### src/rtl/ille_pkg.sv
// Package for the indexed linked list engine: sizes, codes and transaction types.
// No dependencies.
package ille_pkg;

	localparam int NODE_COUNT = 256;
	localparam int IDX_W      = $clog2(NODE_COUNT);
	localparam int LEN_W      = $clog2(NODE_COUNT + 1);
	localparam int VAL_W      = 32;

	typedef enum logic [1:0] {
		KIND_INSERT = 2'd0,
		KIND_DELETE = 2'd1,
		KIND_FIND   = 2'd2,
		KIND_READ   = 2'd3
	} kind_t;

	typedef enum logic [1:0] {
		ST_OK        = 2'd0,
		ST_RANGE     = 2'd1,
		ST_FULL      = 2'd2,
		ST_NOT_FOUND = 2'd3
	} status_t;

	typedef enum logic [1:0] {
		FSM_IDLE,
		FSM_SCAN,
		FSM_FINISH
	} fsm_t;

	typedef enum logic [1:0] {
		CELL_HOLD,
		CELL_ROTATE,
		CELL_INSERT,
		CELL_DELETE
	} cell_op_t;

	typedef struct packed {
		kind_t                    kind;
		logic [8:0]               position;
		logic signed [VAL_W-1:0]  value;
	} req_t;

	typedef struct packed {
		status_t                  status;
		logic [7:0]               found_position;
		logic signed [VAL_W-1:0]  read_value;
		logic [8:0]               list_length;
	} rsp_t;

	typedef struct packed {
		cell_op_t                 op;
		logic [8:0]               position;
		logic [VAL_W-1:0]         data;
	} cell_ctrl_t;

endpackage

### src/rtl/ille_cell.sv
// One list cell: holds the entry at its position and shifts with its neighbors.
// Depends on ille_pkg.
module ille_cell (
	input  logic                         clk,
	input  ille_pkg::cell_ctrl_t         ctrl,
	input  logic [ille_pkg::IDX_W-1:0]   idx,
	input  logic [ille_pkg::VAL_W-1:0]   left_val,
	input  logic [ille_pkg::VAL_W-1:0]   right_val,
	output logic [ille_pkg::VAL_W-1:0]   val
);
	logic [ille_pkg::VAL_W-1:0] val_q;
	logic [8:0] my_pos;

	assign my_pos = {1'b0, idx};
	assign val = val_q;

	always_ff @(posedge clk) begin
		case (ctrl.op)
			ille_pkg::CELL_ROTATE: val_q <= right_val;
			ille_pkg::CELL_INSERT: begin
				if (my_pos == ctrl.position) val_q <= ctrl.data;
				else if (my_pos > ctrl.position) val_q <= left_val;
			end
			ille_pkg::CELL_DELETE: begin
				if (my_pos >= ctrl.position) val_q <= right_val;
			end
			default: val_q <= val_q;
		endcase
	end
endmodule

### config.mk
export PLATFORM = sky130hd
export DESIGN_NAME = ille_cell
export DESIGN_NICKNAME = d
export VERILOG_FILES = /design/src/rtl/ille_pkg.sv /design/src/rtl/ille_cell.sv
export SDC_FILE = /design/constraint.sdc
export NUM_CORES = 1
export LEC_CHECK = 0
export ABC_CLOCK_PERIOD_IN_PS = 3930
export BUFFER_PORTS_ARGS = -buffer_cell sky130_fd_sc_hd__clkbuf_2
export CORE_ASPECT_RATIO = 0.7
export CORE_MARGIN = 4
export CORE_UTILIZATION = 36
export DETAILED_ROUTE_END_ITERATION = 10
export PLACE_DENSITY = 0.78
export SYNTH_ARGS = -nofsm -noshare
export SYNTH_HDL_FRONTEND = slang
export SYNTH_SLANG_ARGS = --single-unit
### constraint.sdc
create_clock -name clk -period 3.93 [get_ports clk]
set_clock_uncertainty 0.15 [all_clocks]
set_input_delay 0.786 -clock clk [delete_from_list [all_inputs] [get_ports clk]]
set_output_delay 0.786 -clock clk [all_outputs]
set_load 0.02 [all_outputs]
Word level (Yosys, flattened, before mapping)

Cells that the tools add are included.

Multiplexer cells: 4
$lt $le $gt $ge: 2
Reductions and logical operators: 2
Equality and inequality tests: 6

Operator list:

| operator             | count |
|---|---|
| $mux W32             | 3 |
| $pmux W32 S3         | 1 |
| $eq A8 B9 Y1         | 1 |
| $ge A8 B9 Y1         | 1 |
| $gt A8 B9 Y1         | 1 |
| $eq A2 B2 Y1 const B | 2 |
| $ne A3 B3 Y1 const B | 1 |
| $reduce_and A3 Y1    | 1 |
| $reduce_bool A3 Y1   | 1 |
| $eq A2 B1 Y1 const B | 1 |
| $ne A2 B2 Y1 const B | 1 |

Word-level logic and storage cells: 15
Output and inout bits: 32
Register bits after elaboration: 32

Longest topological paths before layout

Gate-level depths: netlist (run 1).

Word-level depth: 4
Mapped depth: 7

Worst setup path after synthesis (run 1)

No wires, ideal clock.

Path type: in2reg
From: input ctrl[38] (netlist name)
To: register val_q, in the netlist val[0] (enable)
Path slack: 0.118 ns
Buffers on the path: 0
Data arrival time: 3.222 ns
Stages on the path: 5
Path through: inv_1 ha_1 and4b_2 nand2_1 a31oi_1

Cells in the longest elaborated chain, start to end: 3

RTL lines:

| element                                                | RTL line        | RTL |
|---|---|---|
| start, declared                                        | ille_cell.sv:5  | `input ille_pkg::cell_ctrl_t ctrl,` |
| $gt A8 B9 Y1, or another cell as far along             | ille_cell.sv:22 | `else if (my_pos > ctrl.position) val_q <= left_val;` |
| $ne A3 B3 Y1 (no line) or $ne A2 B2 Y1 (tied branches) | --              |  |
| $reduce_and A3 Y1 (no line) *                          | --              |  |
| end signal, assigned                                   | ille_cell.sv:21 | `if (my_pos == ctrl.position) val_q <= ctrl.data;` |
| end signal, assigned                                   | ille_cell.sv:22 |  |
| end signal, assigned                                   | ille_cell.sv:25 | `if (my_pos >= ctrl.position) val_q <= right_val;` |
| end, declared                                          | ille_cell.sv:11 | `logic [ille_pkg::VAL_W-1:0] val_q;` |

Mark *: on every way between the ends. The rest lies on a longest branch, timed or not.
A chain may end at the register's enable or synchronous reset.

Final worst setup path (run 1)

From: input ctrl[36] (netlist name)
To: register val_q, in the netlist val[10] (enable)

The elaborated chain is that of the path after synthesis.

==> metrics.txt, run 1 <==
LEAKAGE=1.57 nW; CP Capture Type=flip-flop; max-slew violations=0; die height=68.3 um; vias in the first global route=1541; status=finished clean; synth unique cells=19; Worst Path Required=3.74 ns; HP Class=input port to flip-flop; most frequent cells in the layout=clkbuf_2, nand2_1, mux2i_1, edfxtp_1, o21ai_0; clk root buf=clkbuf_8; critical path type=input port to flip-flop; synthesized area per cell=11.0 sq um; Worst Hold Depth=3; Power Density=331 mW/mm^2; CTS resizes=0; Max Fanout on Critical Path=17; Buf+Inv Stages, Crit Path=3; Slowest cell on crit path=a31oi_4; Post-CTS Setup Bufs=0; DP HPWL=3800 um; total track usage=0.131; post-synthesis sequential area ratio=0.514; CP cell instances=clkbuf_2 > inv_1 > ha_1 > and4_1 > nand3_1 > o21a_1 > a31oi_4 > buf_4; CP arrival=2.55 ns; asr flop ratio synth=0; Post-synth EDFFs=32; vias per cell=4.47; YS warnings=0; DR iter-0 viols=22; die span in x=94.2 um; Hold-fix buffers, CTS=0; CTS Buffer Depth=2; clk sink count=32; final WL=4580 um; post-synth net total=294; startpoint class of the critical path=input port; fin nets=439; global-route wire length before repair=6510 um; Post-DP Area=0.00265 sq mm; share of cells above drive strength 1=0.502; final hold viol count=0; VDD IR-drop max=0.135 mV; Worst slew margin=0.346; post-route insts no fill=384; setup slack after layout=1.19 ns; CTS tree=yes; antenna violations before repair=0; GR Layer Usage met3=0.0516; die area=0.00643 sq mm; leading cell type in the layout, fill and taps excluded=clkbuf_2; I/O pin total=148; H-tree level count=2; critical path endpoint=val[10]; beginning of the critical path=ctrl[36]; Setup WS pre-CTS=0.866 ns; Area Growth Syn to Fin=45.6%; M1 GR Usage=0.149; f_max=365 MHz; min Tclk post-route=2.74 ns; DR WL/cell=11.9 um; area of the core=0.00489 sq mm; Mapped Area=0.00187 sq mm; # Max-Cap Violations=0; gpl congestion=0.792; critical path depth=8; cts bufs inserted=5; post-route design area=0.00272 sq mm; largest net degree at the start of global routing=65; Antenna Violating Nets Remaining=0; slowest stage delay, CP=0.52 ns; fin crit share=0.698; Initial DRT Pass Iterations=4; CTS clk-pin slew, worst paths=0.06 ns; Most used DFF post-synth=edfxtp_1; max FFs per register=32; Yosys reg bits=32; fin util=0.557; global route overflow=0; row count=21; Buffers on Ports=147; drt drc=0; crit-path leading delay family=compound AO/OA/AOI/OAI gates; Slew @ Worst Pin=0.981 ns; RSZ-0062 raised after global routing=no; Post-Synthesis Cells=170; met2 Use GR=0.231; layer carrying the most global-route usage=met2; Starting Density=0.383; final setup fails=0; ant diodes=0; Vias=1717; Inst Count DP=377; Setup TNS=0 ns
## synth_stat cells, types with 2 or more instances
cell type,count,area share
ha_1,8,0.054
mux2i_1,32,0.17
clkbuf_1,7,0.014
inv_1,8,0.016
edfxtp_1,32,0.51
nand2_1,34,0.068
a21oi_1,3,0.0080
o21ai_0,30,0.080
o21ai_1,3,0.0080
buf_8,3,0.024
nand2b_1,2,0.0067
## per-layer routing
layer | routed length (um) | up-vias
met2 | 2150 | 93
li1 | - | 905
met5 | 0 | -
met3 | 532 | 2
met1 | 1870 | 717
met4 | 22 | 0
## final cells by class
cell class,count,area [sq um]
multi-input cells,120,826
well taps,69,86.3
fillers,456,2160
inverters,8,30.0
flip-flops and latches,32,961
repair buffers,148,743
clock buffers,6,72.6
clock inverters,1,5.00
## worst min-delay path, stage by stage
cell	delay, ns
clkbuf_2	0.07
nand2_1	0.04
o21ai_0	0.05
## worst min path at each step
stage | startpoint | end
finish | right_val[3] | val[3]
detailed placement | right_val[3] | val[3]
floorplan | right_val[0] | val[0]
global placement | right_val[28] | val[28]
CTS | right_val[3] | val[3]
global route | right_val[15] | val[15]
## kinds of logic after synthesis
| family | count (synthesis) | share of synthesized area |
|---|---|---|
| AO/OA/AOI/OAI | 39 | 0.108 |
| adder cells (fa/ha/maj) | 8 | 0.0535 |
| buffers and inverters | 18 | 0.0542 |
| flip-flops | 32 | 0.514 |
| multiplexers | 32 | 0.171 |
| AND/OR/NAND/NOR | 41 | 0.0997 |
## power by group
part | internal, W | total (W) | switching [W]
logic | 0.0000965 | 0.000232 | 0.000136
clock network | 0.000120 | 0.000225 | 0.000105
registers | 0.000432 | 0.000443 | 0.0000114
total | 0.000648 | 0.000900 | 0.000252
## metrics by stage
step / hold WS (ns) / power (W)
after global placement: 0.919 / 0.000681
final: 0.641 / 0.000900
after CTS: 0.631 / 0.000917
after floorplan: 0.823 / 0.000572
after detailed placement: 0.916 / 0.000687
after global routing: 0.638 / 0.000954
(Power assumes the default switching activity.)
==> run 2, diff against run 1 <==
- ABC_CLOCK_PERIOD_IN_PS: 3930 -> 2400
- clock period: 3.93 -> 2.4 ns (I/O delays scaled with it)
==> run 2 against run 1 <==
Effect of this change: utilization up 2.5 points; wire length increased by 7.5%; first-iteration DRC count up 41%; sequential power is 64% higher; cell count up 1.6%; via count rose by 3.3%; global-route usage is 1.8 points higher; non-clock buffer count up 5; design area grew 4.5%; combinational power is 72% higher; critical endpoint is now val[11].
==> metrics.txt, run 2 (synthesis results as in run 1) <==
startpoint class of the critical path=input port; power consumption=0.00161 W; max FFs per register=32; Antenna Violating Nets Remaining=0; most frequent cells in the layout=clkbuf_2, nand2_1, mux2i_1, edfxtp_1, o21ai_0; HP Class=input port to flip-flop; final hold slack=0.332 ns; area of the core=0.00489 sq mm; total track usage=0.149; Hold-fix buffers, CTS=0; Slew @ Worst Pin=0.258 ns; DR WL/cell=12.6 um; global-route wire length before repair=7450 um; LEAKAGE=1.63 nW; drt drc=0; Post-DP Area=0.00274 sq mm; Vias=1773; CTS Buffer Depth=2; VDD IR-drop max=0.324 mV; ant diodes=0; critical path type=input port to flip-flop; I/O pin total=148; max-slew violations=0; CP arrival=1.79 ns; fin crit share=0.817; final WL=4920 um; min Tclk post-route=1.96 ns; post-route design area=0.00285 sq mm; CP Capture Type=flip-flop; Buffers on Ports=147; CTS clk-pin slew, worst paths=0.07 ns; CTS resizes=0; FILL cells=421; final hold viol count=0; row count=21; DP HPWL=4300 um; f_max=510 MHz; leading cell type in the layout, fill and taps excluded=clkbuf_2; share of cells above drive strength 1=0.514; antenna violations before repair=0; largest net degree at the start of global routing=33; H-tree level count=2; DR iter-0 viols=31; die span in x=94.2 um; Seq. cell area=961 sq um; cts bufs inserted=5; Starting Density=0.383; Worst slew margin=0.828; Power Density=564 mW/mm^2; # Max-Cap Violations=0; Post-CTS Setup Bufs=0; post-route insts no fill=390; Worst Path Required=2.23 ns; vias in the first global route=1746; CTS tree=yes; status=finished clean; gpl congestion=0.781; Area Growth Syn to Fin=52.2%; die height=68.3 um; Max Fanout on Critical Path=16; clk root buf=clkbuf_8; global route overflow=0; clk sink count=32; RSZ-0062 raised after global routing=no; final setup fails=0; fin nets=444; die area=0.00643 sq mm; vias per cell=4.55; Multi-input gate area=833 sq um; Initial DRT Pass Iterations=4; Setup TNS=0 ns; Inst Count DP=382
==> run 2: path summary, 6_finish.rpt <==
kind / from / end / slack (ns) / cells after the start
worst min-delay path: right_val[23] / val[23] / 0.33 / 3
worst max-delay path: ctrl[36] / val[11] / 0.44 / 8
==> run 2: through the flow <==
stage / util / worst slack, ns
2_1_floorplan: - / 0.000569
3_3_place_gp: 0.561 / 0.209
3_5_place_dp: 0.561 / 0.150
4_1_cts: 0.583 / 0.437
5_1_grt: 0.583 / 0.381
6_report: 0.583 / 0.440
==> run 2: routing by layer <==
| layer | vias to the layer above | share of wire | GRT usage |
|---|---|---|---|
| li1 | 911 | - | - |
| met1 | 775 | 0.37 | 0.156 |
| met2 | 85 | 0.52 | 0.291 |
| met3 | 2 | 0.11 | 0.0549 |
| met4 | 0 | 0.0035 | 0.0288 |
| met5 | - | 0 | 0 |
==> run 2: final cells by class <==
type	count	share of cell area
multi-input combinational	120	0.293
timing repair buffer	153	0.292
inverter	8	0.0105
clock inverter	3	0.0132
sequential	32	0.337
tap	69	0.0303
clock buffer	5	0.0242
==> run 2: power by group <==
group          total, W  internal (W)  switching [W]
sequential     0.000726      0.000706      0.0000198
combinational  0.000399      0.000171       0.000228
clock          0.000482      0.000302       0.000180
==> run 2: worst max-delay path: stages <==
cell and delay [ns]:
clkbuf_2 0.07, inv_1 0.04, ha_1 0.31, and4_4 0.26
nand3_2 0.07, o21a_1 0.14, a31oi_4 0.22, buf_12 0.19
