File: src/rtl/ille_pkg.sv
// Package for the indexed linked list engine: sizes, codes and transaction types.
// No dependencies.
package ille_pkg;

	localparam int NODE_COUNT = 256;
	localparam int IDX_W      = $clog2(NODE_COUNT);
	localparam int LEN_W      = $clog2(NODE_COUNT + 1);
	localparam int VAL_W      = 32;

	typedef enum logic [1:0] {
		KIND_INSERT = 2'd0,
		KIND_DELETE = 2'd1,
		KIND_FIND   = 2'd2,
		KIND_READ   = 2'd3
	} kind_t;

	typedef enum logic [1:0] {
		ST_OK        = 2'd0,
		ST_RANGE     = 2'd1,
		ST_FULL      = 2'd2,
		ST_NOT_FOUND = 2'd3
	} status_t;

	typedef enum logic [1:0] {
		FSM_IDLE,
		FSM_SCAN,
		FSM_FINISH
	} fsm_t;

	typedef enum logic [1:0] {
		CELL_HOLD,
		CELL_ROTATE,
		CELL_INSERT,
		CELL_DELETE
	} cell_op_t;

	typedef struct packed {
		kind_t                    kind;
		logic [8:0]               position;
		logic signed [VAL_W-1:0]  value;
	} req_t;

	typedef struct packed {
		status_t                  status;
		logic [7:0]               found_position;
		logic signed [VAL_W-1:0]  read_value;
		logic [8:0]               list_length;
	} rsp_t;

	typedef struct packed {
		cell_op_t                 op;
		logic [8:0]               position;
		logic [VAL_W-1:0]         data;
	} cell_ctrl_t;

endpackage

File: src/rtl/ille_ctrl.sv
// Sequencer: rotates the cell chain once per request, then applies the update.
// Depends on ille_pkg.
module ille_ctrl (
	input  logic                        clk,
	input  logic                        arst_n,
	input  logic                        start,
	input  ille_pkg::req_t              req,
	input  logic [ille_pkg::VAL_W-1:0]  head_val,
	output ille_pkg::cell_ctrl_t        cell_ctrl,
	output logic                        busy,
	output logic                        done,
	output ille_pkg::rsp_t              rsp
);
	ille_pkg::fsm_t state_q, state_d;
	logic [ille_pkg::IDX_W-1:0] step_q;
	logic [8:0] count_q, count_d;
	ille_pkg::req_t req_q;
	logic found_q;
	logic [7:0] fpos_q;
	logic [ille_pkg::VAL_W-1:0] rd_q;
	logic done_q, done_d;
	ille_pkg::rsp_t rsp_q, rsp_d;
	logic in_list;

	assign busy = (state_q != ille_pkg::FSM_IDLE);
	assign done = done_q;
	assign rsp = rsp_q;
	assign in_list = ({1'b0, step_q} < count_q);

	always_ff @(posedge clk or negedge arst_n) begin
		if (!arst_n) begin
			state_q <= ille_pkg::FSM_IDLE;
			count_q <= '0;
			done_q  <= 1'b0;
		end else begin
			state_q <= state_d;
			count_q <= count_d;
			done_q  <= done_d;
		end
	end

	always_ff @(posedge clk) begin
		rsp_q <= rsp_d;
		if (state_q == ille_pkg::FSM_IDLE) begin
			req_q   <= req;
			step_q  <= '0;
			found_q <= 1'b0;
			fpos_q  <= '0;
			rd_q    <= '0;
		end else if (state_q == ille_pkg::FSM_SCAN) begin
			step_q <= step_q + 1'b1;
			if (in_list && !found_q && head_val == req_q.value) begin
				found_q <= 1'b1;
				fpos_q  <= 8'(step_q);
			end
			if ({1'b0, step_q} == req_q.position) rd_q <= head_val;
		end
	end

	always_comb begin
		state_d            = state_q;
		count_d            = count_q;
		done_d             = 1'b0;
		rsp_d              = rsp_q;
		cell_ctrl.op       = ille_pkg::CELL_HOLD;
		cell_ctrl.position = req_q.position;
		cell_ctrl.data     = req_q.value;
		case (state_q)
			ille_pkg::FSM_IDLE: begin
				if (start) state_d = ille_pkg::FSM_SCAN;
			end
			ille_pkg::FSM_SCAN: begin
				cell_ctrl.op = ille_pkg::CELL_ROTATE;
				if (step_q == ille_pkg::IDX_W'(ille_pkg::NODE_COUNT - 1))
					state_d = ille_pkg::FSM_FINISH;
			end
			ille_pkg::FSM_FINISH: begin
				state_d = ille_pkg::FSM_IDLE;
				done_d  = 1'b1;
				rsp_d.status         = ille_pkg::ST_OK;
				rsp_d.found_position = '0;
				rsp_d.read_value     = '0;
				case (req_q.kind)
					ille_pkg::KIND_INSERT: begin
						if (req_q.position > count_q)
							rsp_d.status = ille_pkg::ST_RANGE;
						else if (count_q == 9'(ille_pkg::NODE_COUNT))
							rsp_d.status = ille_pkg::ST_FULL;
						else begin
							cell_ctrl.op = ille_pkg::CELL_INSERT;
							count_d = count_q + 1'b1;
						end
					end
					ille_pkg::KIND_DELETE: begin
						if (req_q.position >= count_q)
							rsp_d.status = ille_pkg::ST_RANGE;
						else begin
							cell_ctrl.op = ille_pkg::CELL_DELETE;
							count_d = count_q - 1'b1;
							rsp_d.read_value = rd_q;
						end
					end
					ille_pkg::KIND_FIND: begin
						if (found_q) rsp_d.found_position = fpos_q;
						else rsp_d.status = ille_pkg::ST_NOT_FOUND;
					end
					default: begin
						if (req_q.position >= count_q) rsp_d.status = ille_pkg::ST_RANGE;
						else rsp_d.read_value = rd_q;
					end
				endcase
				rsp_d.list_length = count_d;
			end
			default: state_d = ille_pkg::FSM_IDLE;
		endcase
	end
endmodule

File: config.mk
export PLATFORM = sky130hd
export DESIGN_NAME = ille_ctrl
export DESIGN_NICKNAME = d
export VERILOG_FILES = /design/src/rtl/ille_pkg.sv /design/src/rtl/ille_ctrl.sv
export SDC_FILE = /design/constraint.sdc
export NUM_CORES = 1
export LEC_CHECK = 0
export ABC_AREA = 0
export BUFFER_PORTS_ARGS = -buffer_cell sky130_fd_sc_hd__buf_2
export CORE_UTILIZATION = 40
export DETAILED_ROUTE_END_ITERATION = 12
export PLACE_DENSITY = 0.72
export SYNTH_ARGS = -nofsm -noshare
export SYNTH_HDL_FRONTEND = slang
export SYNTH_SLANG_ARGS = --single-unit
File: constraint.sdc
create_clock -name clk -period 3.89 [get_ports clk]
set_input_delay 0.389 -clock clk [delete_from_list [all_inputs] [get_ports clk]]
set_output_delay 0.389 -clock clk [all_outputs]
set_load 0.1 [all_outputs]
; Word-level counts from Yosys, hierarchy flattened
; Index checks and enable logic that the tools add are counted.
[totals]
regBits = 155
output_inout_bits = 96
elab_cells = 59
[classes]
addsub = 3
order_cmp = 3
eq_ne = 10
muxes = 18
reduce_logical = 11
[ops]
columns = cell, n
row1 = $eq A32 B32 Y1, 1
row2 = $mux W9, 3
row3 = $pmux W9 S2, 1
row4 = $mux W2, 8
row5 = $pmux W2 S2, 4
row6 = $add A9 B1 Y9 const B, 1
row7 = $eq A8 B9 Y1, 1
row8 = $eq A9 B9 Y1 const B, 1
row9 = $ge A9 B9 Y1, 1
row10 = $gt A9 B9 Y1, 1
row11 = $lt A8 B9 Y1, 1
row12 = $sub A9 B1 Y9 const B, 1
row13 = $add A8 B1 Y8 const B, 1
row14 = $eq A8 B8 Y1 const B, 1
row15 = $reduce_and A2 Y1, 4
row16 = $eq A2 B1 Y1 const B, 2
row17 = $eq A2 B2 Y1 const B, 2
row18 = $logic_not A2 Y1, 2
row19 = $reduce_or A3 Y1, 1
row20 = $logic_and A1 B1 Y1, 2
row21 = $mux W1, 2
row22 = $ne A2 B1 Y1 const B, 1
row23 = $ne A2 B2 Y1 const B, 1
row24 = $reduce_bool A2 Y1, 1
row25 = $logic_not A1 Y1, 1

; Logic depth before layout (Yosys ltp)
[depth]
ltp_word = 5
ltp_mapped = 11
depth_no_buf = 8

; Least setup slack after synthesis
; No wires, ideal clock.
[synth_timing]
path_type = flip-flop to output port
start = register state_q[0]
end = output port cell_ctrl[41] (netlist bit)
arrival_ps = 3660
required_time_ps = 3501
path_slack_ps = -159
path_stages_with_launch = 7
path_buffers = 0
path_cell_list = dfrtp_1 -> inv_1 -> ha_1 -> inv_1 -> nor2_1 -> a21oi_1 -> nor2b_1
[synth_lines]
columns = item, line_no
row1 = "start, declared", ille_ctrl.sv:14  ; ille_pkg::fsm_t state_q, state_d;
row2 = "start signal, assigned", ille_ctrl.sv:32  ; state_q <= ille_pkg::FSM_IDLE;
row3 = "start signal, assigned", ille_ctrl.sv:36  ; state_q <= state_d;
row4 = "end, declared", ille_ctrl.sv:9  ; output ille_pkg::cell_ctrl_t cell_ctrl,

==> flow_metrics.env <==
export IMPL_status="finished, final reports clean"
export IMPL_drt_first_iter_violations=342
export IMPL_grt_antenna_before_repair=2
export IMPL_syn_avg_cell_area_um2=11.9
export IMPL_crit_slowest_cell="or3_1"
export IMPL_max_freq_mhz=286
export IMPL_p_sw_share_pct=42.7
export IMPL_path_buf_inv=2
export IMPL_cp_required_ps=3500
export IMPL_grt_use_total_pct=18.9
export IMPL_seq_area_um2=4100
export IMPL_power_uw=5880
export IMPL_num_vias=4742
export IMPL_io_pins=174
export IMPL_hold_buffers=1
export IMPL_grt_ovfl_total=0
export IMPL_postCtsSetupBuffers=0
export IMPL_fillers=1590
export IMPL_cp_top_family="simple AND/OR/NAND/NOR gates"
export IMPL_port_buffer_count=173
export IMPL_cp_depth=8
export IMPL_relSlewSlack_pct=45.3
export IMPL_synth_edff_count=94
export IMPL_htreeDepth=4
export IMPL_cell_internal_pwr_uw=3370
export IMPL_syn_area_um2=7130
export IMPL_final_nets=833
export IMPL_seq_area_frac_synth_pct=57.6
export IMPL_ys_warnings_count=0
export IMPL_hold_viol=0
export IMPL_die_area_um2=18400
export IMPL_placed_cell_area_um2=7920
export IMPL_holdCritPathClass="input pin to flip-flop"
export IMPL_final_util_pct=49.0
export IMPL_cap_violations=0
export IMPL_routed_wl_um=16500
export IMPL_rsz0062_at_grt="no"
export IMPL_clk_path_buf_depth=2
export IMPL_drt_first_pass_iters=4
export IMPL_tightestPinTransition_ps=820
export IMPL_min_period_ps=3490
export IMPL_rows=48
export IMPL_hpwl_um=11900
export IMPL_synth_fp_nets=698
export IMPL_cp_end_kind="output port"
export IMPL_switchingPower_uw=2510
export IMPL_power_density_nw_per_um2=691
export IMPL_numCtsBuffers=17
export IMPL_start_kind="flip-flop"
export IMPL_routed_via_density=4.88
export IMPL_critPathKind="flip-flop to output port"
export IMPL_slowest_delay_ps=650
export IMPL_path_max_fanout=15
export IMPL_drc=0
export IMPL_slew_viol_final=0
export IMPL_synthCells=597
export IMPL_cp_cell_sequence="inv_1 > ha_1 > nand4_1 > or3_1 > o31ai_2 > o211a_1 > and3_1 > buf_2"
export IMPL_r2r_cells=9
export IMPL_fin_skew_ps=9.21
export IMPL_worst_slack_ps=396
export IMPL_syn2layout_area_growth_pct=19.4
export IMPL_cts_tree="done"
export IMPL_layout_commonest_cell="buf_2"
export IMPL_cts_sinks=155
export IMPL_cp_data_arrival_time_ps=3100
export IMPL_final_cell_mix="buf_2 (172), edfxtp_1 (94), nor2_1 (61), dfxtp_1 (49), xnor2_1 (46)"
export IMPL_ys_ff_latch=155
export IMPL_grt_max_degree=61
export IMPL_p_leak_uw=0.00329
export IMPL_holdPathStages=1
export IMPL_synthDistinctLibCells=53
export IMPL_pre_cts_ws_ps=894
export IMPL_multi_input_area_um2=2530
export IMPL_synthArstFlopShare_pct=7.74
export IMPL_p_seq_share_pct=36.4
export IMPL_die_w_um=135
export IMPL_ant_nets=0
export IMPL_ff2ff_setup_slack_ps=1020
export IMPL_clk_pin_slew_ps=70
export IMPL_ir_drop_mv=0.575
export IMPL_post_route_period_util_pct=89.8
export IMPL_combPwrFrac_pct=36.0
export IMPL_ctsResizeCount=0
export IMPL_ys_flop_type="edfxtp_1"
export IMPL_grt_pass1_wl_um=25800
export IMPL_p_clk_share_pct=27.6
export IMPL_root_buffer="clkbuf_16"
export IMPL_final_area_um2=8510
export IMPL_avgRoutedWirePerCell_um=17.0
export IMPL_initial_core_util_pct=41.1
export IMPL_setup_viol=0
export IMPL_fp_coreArea_um2=17400
export IMPL_dieHeight_um=135
export IMPL_gp_congestion=0.867
export IMPL_drive_gt1_share_pct=29.1
export IMPL_tns_ps=0
export IMPL_grt_pass1_vias=4680
export IMPL_insertion_delay_ps=420
-- worst reg2reg max path, stage by stage (launching register included) --
cell     delay (ps)
dfrtp_1         390
inv_1           160
ha_1            340
nand4_1         180
or3_1           660
o31ai_2         160
buf_4           270
nand4_1         140
a21oi_1         190
xnor2_1         120
-- metal layers --
metal,vias up,global-route usage (%),routed length [um]
met4,0,8.11,328
li1,2328,-,-
met1,2230,25.1,7500
met2,162,29.3,7770
met3,22,4.64,879
met5,-,0,0
-- metrics by stage --
stage | hold slack [ps] | cells
final | 136 | 972
after CTS | 115 | 970
after detailed placement | 315 | 937
after floorplan | 93.4 | 597
after global routing | 113 | 972
after global placement | 307 | 937
-- flip-flops by register name (all words and copies together) (netlist names), 2 cells and up --
| name | flops |
|---|---|
| rsp | 51 |
| cell_ctrl | 41 |
| rd_q | 32 |
| count_q | 9 |
| fpos_q | 8 |
| step_q | 8 |
| req_q | 2 |
| state_q | 2 |
-- Yosys cell counts (all sizes together) (13+ instances only) --
master	count	area, um^2
inv	16	60.1
ha	23	288
clkbuf	17	65.1
nand2	22	82.6
dfxtp	49	981
nor2	61	229
edfxtp	94	2820
and2	40	250
buf	48	374
xor2	13	114
mux2i	41	410
a21oi	22	110
nand3	15	75.1
xnor2	46	403
nand4	19	119
-- worst paths after layout --
path,start,endpoint
setup / recovery,count_q[8]$_DFFE_PN0P_,cell_ctrl[42]
hold / removal,req[24],cell_ctrl[24]$_DFFE_PN_
setup reg to reg,count_q[8]$_DFFE_PN0P_,rsp[2]$_DFFE_PP_
hold reg to reg,rd_q[22]$_SDFFE_PN0P_,rd_q[22]$_SDFFE_PN0P_
max in group asynchronous,arst_n,count_q[2]$_DFFE_PN0P_
min in group asynchronous,arst_n,done$_DFF_PN0_
-- kinds of logic after synthesis --
| kind of cell | Yosys count | share of synthesized area [%] |
|---|---|---|
| fa+ha+maj | 23 | 4.04 |
| flops | 155 | 57.6 |
| compound gates | 53 | 5.04 |
| xor+xnor | 59 | 7.25 |
| simple gates | 184 | 13.3 |
| mux | 41 | 5.76 |
| buf+inv | 82 | 7.06 |
-- cell type report --
class | count | share of cell area (%)
Sequential cell | 155 | 48.2
Multi-Input combinational cell | 360 | 29.8
Timing Repair Buffer | 181 | 11.1
Clock buffer | 19 | 5.09
Tap cell | 225 | 3.31
Clock inverter | 13 | 1.66
Inverter | 17 | 0.750
Antenna cell | 2 | 0.0588
-- power by group through the flow --
stage / combinational [uW] / clock, uW / sequential, uW
2_1_floorplan: 1880 / 0 / 2110
3_3_place_gp: 2120 / 0 / 2160
3_5_place_dp: 2120 / 0 / 2170
4_1_cts: 2130 / 1670 / 2140
5_1_grt: 2250 / 1730 / 2160
6_report: 2120 / 1620 / 2140
(Power assumes the default switching activity.)
